File: config.mk
export PLATFORM = sky130hd
export DESIGN_NAME = csp_ram
export DESIGN_NICKNAME = d
export VERILOG_FILES = /design/src/call_stack_profiler_defines.svh /design/src/csp_ram.sv
export SDC_FILE = /design/constraint.sdc
export NUM_CORES = 1
export LEC_CHECK = 0
export ABC_AREA = 1
export BUFFER_PORTS_ARGS = -buffer_cell sky130_fd_sc_hd__buf_2
export CAP_MARGIN = 20
export CORE_MARGIN = 2
export CORE_UTILIZATION = 39
export CTS_CLUSTER_SIZE = 30
export DETAILED_ROUTE_END_ITERATION = 6
export PLACE_DENSITY_LB_ADDON = 0.15
export SLEW_MARGIN = 20
export SYNTH_ARGS = -nofsm -noshare
export SYNTH_HDL_FRONTEND = slang
export SYNTH_SLANG_ARGS = --single-unit
File: constraint.sdc
create_clock -name clk -period 1.26 [get_ports clk]
set_input_delay 0.252 -clock clk [delete_from_list [all_inputs] [get_ports clk]]
set_output_delay 0.252 -clock clk [all_outputs]
set_load 0.01 [all_outputs]
File: src/call_stack_profiler_defines.svh
// Assertion macros for the call stack profiler.
// Used by the top level; no other dependencies.
`ifndef CALL_STACK_PROFILER_DEFINES_SVH
`define CALL_STACK_PROFILER_DEFINES_SVH
`ifndef SYNTHESIS
`define CSP_ASSERT_IMPL(label, clk, rst_n, ante, cons) \
  label: assert property (@(posedge clk) disable iff (!rst_n) (ante) |-> (cons)) \
    else $error("assertion failed");
`define CSP_ASSERT_NEXT(label, clk, rst_n, ante, cons) \
  label: assert property (@(posedge clk) disable iff (!rst_n) (ante) |=> (cons)) \
    else $error("assertion failed");
`else
`define CSP_ASSERT_IMPL(label, clk, rst_n, ante, cons)
`define CSP_ASSERT_NEXT(label, clk, rst_n, ante, cons)
`endif
`endif

File: src/csp_ram.sv
// Generic single-port-write, single-read RAM with registered read.
// No dependencies.
module csp_ram #(
  parameter int WIDTH = 8,
  parameter int DEPTH = 16
) (
  input  logic                     clk,
  input  logic                     we,
  input  logic [$clog2(DEPTH)-1:0] waddr,
  input  logic [WIDTH-1:0]         wdata,
  input  logic [$clog2(DEPTH)-1:0] raddr,
  output logic [WIDTH-1:0]         rdata
);
  logic [WIDTH-1:0] mem [DEPTH];
  always_ff @(posedge clk) begin
    if (we) mem[waddr] <= wdata;
    rdata <= mem[raddr];
  end
endmodule

==> flow_summary.ini <==
[final_layout]
n_antenna_cell = 0
area_delta_synth_final_pct = 17.9
final_util = 0.470
drive_gt1_frac = 0.134
nets = 619

[detailed_routing]
firstDrtPassIters = 5
via_count = 3768
drt_iter0_markers = 243
final_antenna_net_count = 0
route.detailed.drc = 0
wl_per_cell_um = 16.6
finalWirelength_um = 13200
via_per_inst = 4.72

[setup_path]
crit_slowest_cell = dfxtp_1
required_ns = 1.01
cp-end-kind = primary output
cp.buffers_inverters = 1
slowest_delay_ns = 0.37
critPathArrivalTime_ns = 0.94
reg2reg_slack_ns = 0.25
critPathMaxFanout = 1
crit_chain = buf_2
cp_top_family = flip-flops
cp-start-kind = register
criticalPathCategory = register to primary output

[die]
initial_utilization = 0.398
core_sq_mm = 0.0145
dieHeight_um = 126
die_area_sq_mm = 0.0158
ios = 26
core.rowCount = 44
die_w_um = 126

[min_path]
hp-class = primary input to register

[synth]
syn_area_sq_mm = 0.00577
synth_seq_area_share = 0.694
yosysWarningCount = 0
synthCells = 551
synth_fp_nets = 569
synth_top_cell_by_area = edfxtp_1
yosysTopAreaCellShare = 0.667
ys_types = 12
synthTopCellsByArea = edfxtp_1, nand2_1, nand3_1
syn_avg_cell_area_sq_um = 10.5
ys_ff_latch = 136

[clock_tree]
cts_buffers = 17
clkLatencyLatePin_ns = 0.42
hold_buffers = 0
htree_num_levels = 4
clockRootBuffer = clkbuf_16
post_cts_resized = 0
clock_sinks = 136
clockBufferDepth = 2
cts_tree = built
post_cts_buffers = 0
path_clk_slew_ns = 0.06

[global_routing]
antenna_found_initial = 0
gr-total-overflow = 0
grt_max_degree = 51
grt_pass1_wl_um = 21200
grt_pass1_vias = 3751
grt_use_total = 0.181

[sta]
layout_min_cycle_time_ns = 1.20
max_freq_mhz = 837
rsz0062_at_grt = no
setup_violations = 0
whs_ns = 0.147
tightest_slew_ns = 0.401
skew_ns = 0.00376
finalHoldViolCount = 0
maxSlewViolCount = 0
relSlewSlack = 0.733
fin_crit_sh = 0.948

[placement]
portBuffers = 25
hpwl_um = 8550
place.gp.congestion = 0.836

[job]
maxCapViolations = 0

[pwr]
peakVddDrop_v = 0.000750
leakagePower_uw = 0.00296
p_per_area_mw_per_mm2 = 1530

[run_status]
status = completed
==> area by class of cell <==
class / count / area [sq um]
clock buffer: 19 / 433
tap: 184 / 230
fill: 1369 / 7680
sequential: 136 / 4000
inverter: 102 / 383
multi-input combinational: 289 / 1210
timing repair buffer: 55 / 425
clock inverter: 13 / 111
==> Yosys cell counts (all sizes together) <==
library cell    n
dfxtp           8
inv           102
nor2           17
edfxtp        128
nand2         173
nand3          97
buf            24
nand3b          2
==> where the power goes <==
| part | switching [uW] | internal, uW | total (uW) |
|---|---|---|---|
| clock | 1770 | 2850 | 4620 |
| sequential | 31.3 | 5060 | 5090 |
| combinational | 450 | 219 | 669 |
| total | 2250 | 8130 | 10400 |
==> per-layer routing <==
metal	vias to the layer above	share of wire	routed length [um]	track usage
li1	1874	-	-	-
met1	1799	0.48	6290	0.250
met2	80	0.46	6100	0.276
met3	15	0.044	578	0.0475
met4	0	0.020	263	0.0673
met5	-	0	0	0
==> cell families after synthesis <==
logic type	after synthesis	synth area share
buf+inv	126	0.0952
flops	136	0.694
simple gates	289	0.210
==> state kept, by name, summed over array words and instances (netlist names) <==
signal and cells:
rdata 8, mem 128
==> stage by stage <==
step	setup TNS, ns	power (uW)	cell area, sq um	worst slack, ns	std cells
after floorplan	0	5550	5770	0.0572	551
after global placement	-0.131	5850	6260	-0.0301	766
after detailed placement	-0.695	5860	6260	-0.0492	766
after CTS	0	10500	6800	0.0382	798
after global routing	0	10700	6800	0.0463	798
final	0	10400	6800	0.0649	798
==> tightest hold or removal path, stage by stage <==
cell and delay (ns):
buf_2 0.14, nand3_1 0.08, nand2_1 0.04
==> worst paths after layout <==
check / start / endpoint / depth (start not counted)
setup / recovery: rdata[3] / rdata[3] / 1
hold / removal: raddr[3] / rdata[3] / 3
setup reg to reg: mem[9][7] / rdata[7] / 6
hold reg to reg: mem[13][5] / rdata[5] / 6
==> cells in the final DEF, fill, tap and decap left out <==
cell and count:
nand3_1 97, clkbuf_1 2, inv_2 2, nand3b_1 2, clkinvlp_4 1, dfxtp_1 8, clkinv_1 5, clkbuf_16 17
buf_4 24, nor2_1 17, clkinv_2 5, nand2_1 173, buf_12 6, buf_2 25, inv_1 100, edfxtp_1 128
bufinv_16 2
(Power assumes the default switching activity.)
