===== src/call_stack_profiler_defines.svh =====
// Assertion macros for the call stack profiler.
// Used by the top level; no other dependencies.
`ifndef CALL_STACK_PROFILER_DEFINES_SVH
`define CALL_STACK_PROFILER_DEFINES_SVH
`ifndef SYNTHESIS
`define CSP_ASSERT_IMPL(label, clk, rst_n, ante, cons) \
  label: assert property (@(posedge clk) disable iff (!rst_n) (ante) |-> (cons)) \
    else $error("assertion failed");
`define CSP_ASSERT_NEXT(label, clk, rst_n, ante, cons) \
  label: assert property (@(posedge clk) disable iff (!rst_n) (ante) |=> (cons)) \
    else $error("assertion failed");
`else
`define CSP_ASSERT_IMPL(label, clk, rst_n, ante, cons)
`define CSP_ASSERT_NEXT(label, clk, rst_n, ante, cons)
`endif
`endif


===== src/csp_pkg.sv =====
// Shared constants, types and helpers for the call stack profiler.
// No dependencies.
package csp_pkg;
  localparam int FUNC_ENTRIES = 1024;
  localparam int STACK_FRAMES = 4096;
  localparam int FID_W = 10;
  localparam int TIME_W = 63;
  localparam int CNT_W = 32;
  localparam int DEPTH_W = $clog2(STACK_FRAMES) + 1;
  localparam int SP_W = $clog2(STACK_FRAMES);
  localparam int USED_W = $clog2(FUNC_ENTRIES) + 1;
  localparam int EIDX_W = $clog2(FUNC_ENTRIES);
  localparam logic [19:0] US_PER_S = 20'd1000000;
  localparam logic [TIME_W-1:0] TIME_MAX = {TIME_W{1'b1}};
  localparam logic [TIME_W-1:0] TPS_RESET = 63'd10000000;

  localparam logic [1:0] OP_ALLOC = 2'd0;
  localparam logic [1:0] OP_ENTER = 2'd1;
  localparam logic [1:0] OP_EXIT  = 2'd2;
  localparam logic [1:0] OP_READ  = 2'd3;

  localparam logic [2:0] ST_OK       = 3'd0;
  localparam logic [2:0] ST_MISMATCH = 3'd1;
  localparam logic [2:0] ST_EMPTY    = 3'd2;
  localparam logic [2:0] ST_FULL     = 3'd3;
  localparam logic [2:0] ST_TABLE    = 3'd4;

  typedef struct packed {
    logic start;
    logic [TIME_W-1:0] ticks;
  } conv_req_t;

  function automatic logic [TIME_W-1:0] sat_add(input logic [TIME_W-1:0] a,
                                                input logic [TIME_W-1:0] b);
    logic [TIME_W:0] s;
    s = {1'b0, a} + {1'b0, b};
    return s[TIME_W] ? TIME_MAX : s[TIME_W-1:0];
  endfunction
endpackage


===== src/csp_conv.sv =====
// Tick to microsecond converter: multiply by 1e6 in two halves, check for
// saturation, then a restoring divider one quotient bit a cycle. Uses csp_pkg.
module csp_conv
  import csp_pkg::*;
(
  input  logic              clk,
  input  logic              rst_n,
  input  conv_req_t         req,
  input  logic [TIME_W-1:0] freq,
  output logic              done,
  output logic [TIME_W-1:0] us
);
  localparam logic [2:0] S_IDLE = 3'd0, S_MLO = 3'd1, S_MHI = 3'd2, S_CHK = 3'd3,
                         S_DIV = 3'd4;
  logic [2:0] st_r, st_nxt;
  logic [6:0] cnt_r, cnt_nxt;
  logic [82:0] prod_r, prod_nxt;
  logic [63:0] rem_r, rem_nxt;
  logic [63:0] q_r, q_nxt;
  logic [TIME_W-1:0] ticks_r, ticks_nxt;
  logic [TIME_W-1:0] fq;
  logic [64:0] sh;
  logic done_r, done_nxt;
  logic [TIME_W-1:0] us_r, us_nxt;

  assign fq = (freq == '0) ? {{(TIME_W-1){1'b0}}, 1'b1} : freq;
  // low product bits enter MSB first
  assign sh = {rem_r, prod_r[~cnt_r[5:0]]};
  assign done = done_r;
  assign us = us_r;

  always_comb begin
    st_nxt = st_r; cnt_nxt = cnt_r; prod_nxt = prod_r; rem_nxt = rem_r;
    q_nxt = q_r; ticks_nxt = ticks_r; done_nxt = 1'b0; us_nxt = us_r;
    case (st_r)
      S_IDLE: if (req.start) begin
        ticks_nxt = req.ticks; st_nxt = S_MLO;
      end
      S_MLO: begin
        prod_nxt = {51'd0, ticks_r[31:0]} * {63'd0, US_PER_S};
        st_nxt = S_MHI;
      end
      S_MHI: begin
        prod_nxt = prod_r + ({52'd0, ticks_r[62:32]} * {63'd0, US_PER_S} << 32);
        st_nxt = S_CHK;
      end
      S_CHK: begin
        rem_nxt = {45'd0, prod_r[82:64]}; q_nxt = '0; cnt_nxt = '0;
        if (prod_r[82:64] >= fq) begin
          us_nxt = TIME_MAX; done_nxt = 1'b1; st_nxt = S_IDLE;
        end else st_nxt = S_DIV;
      end
      S_DIV: begin
        if (sh >= {2'b0, fq}) begin
          rem_nxt = 64'(sh - {2'b0, fq}); q_nxt = {q_r[62:0], 1'b1};
        end else begin
          rem_nxt = sh[63:0]; q_nxt = {q_r[62:0], 1'b0};
        end
        cnt_nxt = cnt_r + 7'd1;
        if (cnt_r == 7'd63) begin
          us_nxt = q_nxt[63] ? TIME_MAX : q_nxt[TIME_W-1:0];
          done_nxt = 1'b1; st_nxt = S_IDLE;
        end
      end
      default: st_nxt = S_IDLE;
    endcase
  end

  always_ff @(posedge clk) begin
    if (!rst_n) begin
      st_r <= S_IDLE; done_r <= 1'b0;
    end else begin
      st_r <= st_nxt; done_r <= done_nxt;
    end
    cnt_r <= cnt_nxt; prod_r <= prod_nxt; rem_r <= rem_nxt; q_r <= q_nxt;
    ticks_r <= ticks_nxt; us_r <= us_nxt;
  end
endmodule


===== config.mk =====
export PLATFORM = sky130hd
export DESIGN_NAME = csp_conv
export DESIGN_NICKNAME = d
export VERILOG_FILES = /design/src/call_stack_profiler_defines.svh /design/src/csp_pkg.sv /design/src/csp_conv.sv
export SDC_FILE = /design/constraint.sdc
export NUM_CORES = 2
export LEC_CHECK = 0
export BUFFER_PORTS_ARGS = -buffer_cell sky130_fd_sc_hd__buf_2
export CAP_MARGIN = 5
export CORE_MARGIN = 3
export CORE_UTILIZATION = 50
export CTS_CLUSTER_DIAMETER = 60
export DETAILED_ROUTE_END_ITERATION = 6
export PLACE_DENSITY_LB_ADDON = 0.12
export SETUP_SLACK_MARGIN = 0.02
export SLEW_MARGIN = 20
export SYNTH_ARGS = -nofsm -noshare
export SYNTH_HDL_FRONTEND = slang
export SYNTH_SLANG_ARGS = --single-unit

===== constraint.sdc =====
create_clock -name clk -period 9.05 [get_ports clk]
set_input_delay 0 -clock clk [delete_from_list [all_inputs] [get_ports clk]]
set_output_delay 0 -clock clk [all_outputs]
set_load 0.1 [all_outputs]

==> out/qor.csv <==
metric,value,unit
status,"complete, no violations",
total core area,0.0647,mm²
XOR/XNOR Fraction of Synth Area,4.80,%
CP peak stage delay,0.57,ns
most numerous cell in the Yosys netlist,ha_1,
RePlAce Congestion,0.926,
Worst Max-Slew Pin Slew,1.04,ns
crit end category,flip-flop,
Tmin final,8.32,ns
Final Hold Viols,0,
drt via density,5.58,
die height,262,µm
CTS Sinks,341,
commonest cells in the synthesized netlist,"ha_1, inv_1, edfxtp_1",
Max-Cap Viols,0,
first-pass iteration count of the detailed router,5,
Worst EP arrival,8.65,ns
Mapped Nets,3997,
die area,0.0688,mm²
CTS H-tree depth,2,
# IOs,193,
Hold Path Origin,req[54],
Via Count,23900,
CTS root buffer,clkbuf_16,
"Clk pin slew, worst setup/hold paths",0.06,ns
first-pass GRT wire length,127000,µm
cts repair resizes,0,
Worst-Skew Late Latency,0.61,ns
relative slew slack,30.9,%
Slew Limit Fails,0,
number of global-route vias before repair,24900,
TritonCTS buffer count,47,
compound-gate portion of the synthesized area,12.8,%
RR Endpoint,prod_r[82]$_SDFFCE_PN0P_,
Crit path top cell by count,fa_1,
FF-to-FF Start,ticks_r[33]$_DFFE_PP_,
dpl hpwl,60300,µm
post-synthesis sequential area ratio,31.1,%
layout cells sized above 1,9.57,%
WL final,77100,µm
Total Neg Setup Slack,0,ns
total gr overflow,0,
DRC violations left,0,
post-route ant nets,0,
ys flop type,edfxtp_1,
Synth Cell Area,0.0328,mm²
Worst R2R Path Depth,28,
initial drt markers,1326,
Synth area leaders,"edfxtp_1, ha_1, fa_1, inv_1, a21oi_1",
largest net degree at the start of global routing,93,
Mean Syn Cell Area,10.4,µm²
Worst EP required,9.38,ns
"FF+latch count, synth",341,
IO Port Bufs,192,
Synth Warn #,0,
detail-routed net length per standard cell,18.0,µm
antenna violations before repair,3,
Hold Path End,ticks_r[54]$_DFFE_PP_,
skew final,0.0418,ns
"Async S/R FF share, synth",0,%
Setup-failing EPs final,0,
"EDFF count, synth",337,
HP Class,in2reg,
Max Buffers Root-to-Sink,3,
Post-CTS Hold Buffers,65,
Starting Density,50.8,%
Max Fclk,120,MHz
hold depth,2,
slowest CP cell,fa_1,
Post-CTS Setup Repair Bufs,0,
Synth Instances,3170,
Area Growth Syn to Fin,12.1,%
CTS tree,built,
Simple-Gate Fraction of Synth Area,11.2,%
WS Path Type,reg2reg,
Reg2Reg Setup Slack,0.73,ns
CP max FO,7,
Tcrit/Tclk final,91.9,%
multiplexer share of the synthesized area,1.66,%
Post-Synth Adder-Cell Area,32.7,%
Yosys cell types,76,
GRT Overall Usage,22.4,%
Row Count,93,
Die W,262,µm
placed cell area,0.0346,mm²
largest family of logic cells by synthesized area,adder cells,
CP startpoint kind,flip-flop,
RSZ-0062 raised after global routing,no,
share of the synthesized area in the top cell type,30.8,%
fin nets,4217,
top cell type by total area after synthesis,edfxtp_1,
post-route cell area,0.0368,mm²
## flip-flops by register name, summed over array words and instances (netlist names)
signal and count:
cnt_r 7, done 1, prod_r 77, q_r 63, rem_r 64, st_r 3
ticks_r 63, us 63
## how the worst max path moves through the flow
stage | slack, ns | cells past startpoint | endpoint | start
floorplan | 1.16 | 3 | ticks_r[0]$_DFFE_PP_ | st_r[2]$_SDFFE_PN0P_
detailed placement | 0.72 | 28 | prod_r[82]$_SDFFCE_PN0P_ | ticks_r[33]$_DFFE_PP_
finish | 0.73 | 28 | prod_r[82]$_SDFFCE_PN0P_ | ticks_r[33]$_DFFE_PP_
CTS | 0.75 | 28 | prod_r[82]$_SDFFCE_PN0P_ | ticks_r[33]$_DFFE_PP_
global placement | 0.92 | 28 | prod_r[82]$_SDFFCE_PN0P_ | ticks_r[33]$_DFFE_PP_
global route | 0.19 | 28 | prod_r[82]$_SDFFCE_PN0P_ | ticks_r[33]$_DFFE_PP_
## worst max-delay path: cells and delay by family, from the launching register on
| kind | cells | cell delay, ns |
|---|---|---|
| AO/OA/AOI/OAI | 7 | 1.55 |
| XOR/XNOR | 2 | 0.33 |
| adder cells (fa/ha/maj) | 8 | 3.59 |
| buffers and inverters | 4 | 0.32 |
| flip-flops | 1 | 0.51 |
| AND/OR/NAND/NOR | 7 | 1.75 |
## cells in the final DEF (no fill, tap or decap), types with 15 or more instances in the layout
| cell type | synthesis | final |
|---|---|---|
| a211oi_1 | 22 | 22 |
| a21o_1 | 112 | 112 |
| a21oi_1 | 227 | 227 |
| a31oi_1 | 23 | 23 |
| and2_1 | 17 | 17 |
| and3_1 | 79 | 79 |
| buf_2 | 11 | 192 |
| clkbuf_16 | 0 | 47 |
| dlygate4sd3_1 | 0 | 65 |
| edfxtp_1 | 337 | 337 |
| fa_1 | 267 | 267 |
| ha_1 | 431 | 431 |
| inv_1 | 405 | 405 |
| mux2i_1 | 15 | 15 |
| mux4_2 | 17 | 17 |
| nand2_1 | 167 | 165 |
| nand3_1 | 45 | 45 |
| nand4_1 | 31 | 31 |
| nor2_1 | 211 | 210 |
| nor2b_1 | 26 | 26 |
| nor3_1 | 24 | 24 |
| nor4_1 | 26 | 26 |
| o21ai_0 | 135 | 135 |
| o21bai_1 | 28 | 28 |
| or3_1 | 75 | 75 |
| xnor2_1 | 104 | 104 |
| xor2_1 | 76 | 76 |
## metrics by stage
| step | setup slack (ns) | hold WS, ns | std cells | utilization (%) |
|---|---|---|---|---|
| final | 0.734 | 0.102 | 4284 | 56.9 |
| after global routing | 0.192 | 0.0867 | 4282 | 56.9 |
| after floorplan | 1.16 | 0.0989 | 3170 | - |
| after detailed placement | 0.722 | 0.178 | 4131 | 53.5 |
| after global placement | 0.925 | 0.176 | 4131 | 53.5 |
| after CTS | 0.746 | 0.0577 | 4281 | 56.9 |
## per-layer routing
metal | global-route usage, % | wire length [µm] | vias to the layer above
met3 | 3.40 | 3540 | 101
met1 | 30.5 | 35300 | 11700
li1 | - | - | 11600
met2 | 37.5 | 36500 | 492
met5 | 0 | 13 | -
met4 | 5.72 | 1810 | 2
## cell families after synthesis
family	after synthesis
and+or+nand+nor	745
adders and majority gates	698
muxes	33
xor gates and xnor gates	180
DFF	341
buffers and inverters	507
AOI/OAI and AO/OA	666
## final cells by class
type | instances | area, µm²
fill | 5657 | 27900
tap | 855 | 1070
antenna | 3 | 7.51
inverter | 407 | 1530
timing repair buffer | 271 | 1720
multi-input combinational | 2322 | 20800
clock buffer | 55 | 1210
sequential | 341 | 10200
clock inverter | 30 | 310
Power is left out: the tool's default activity adds up to more than one toggle a clock period on the data nets, which glitch-free logic cannot reach.
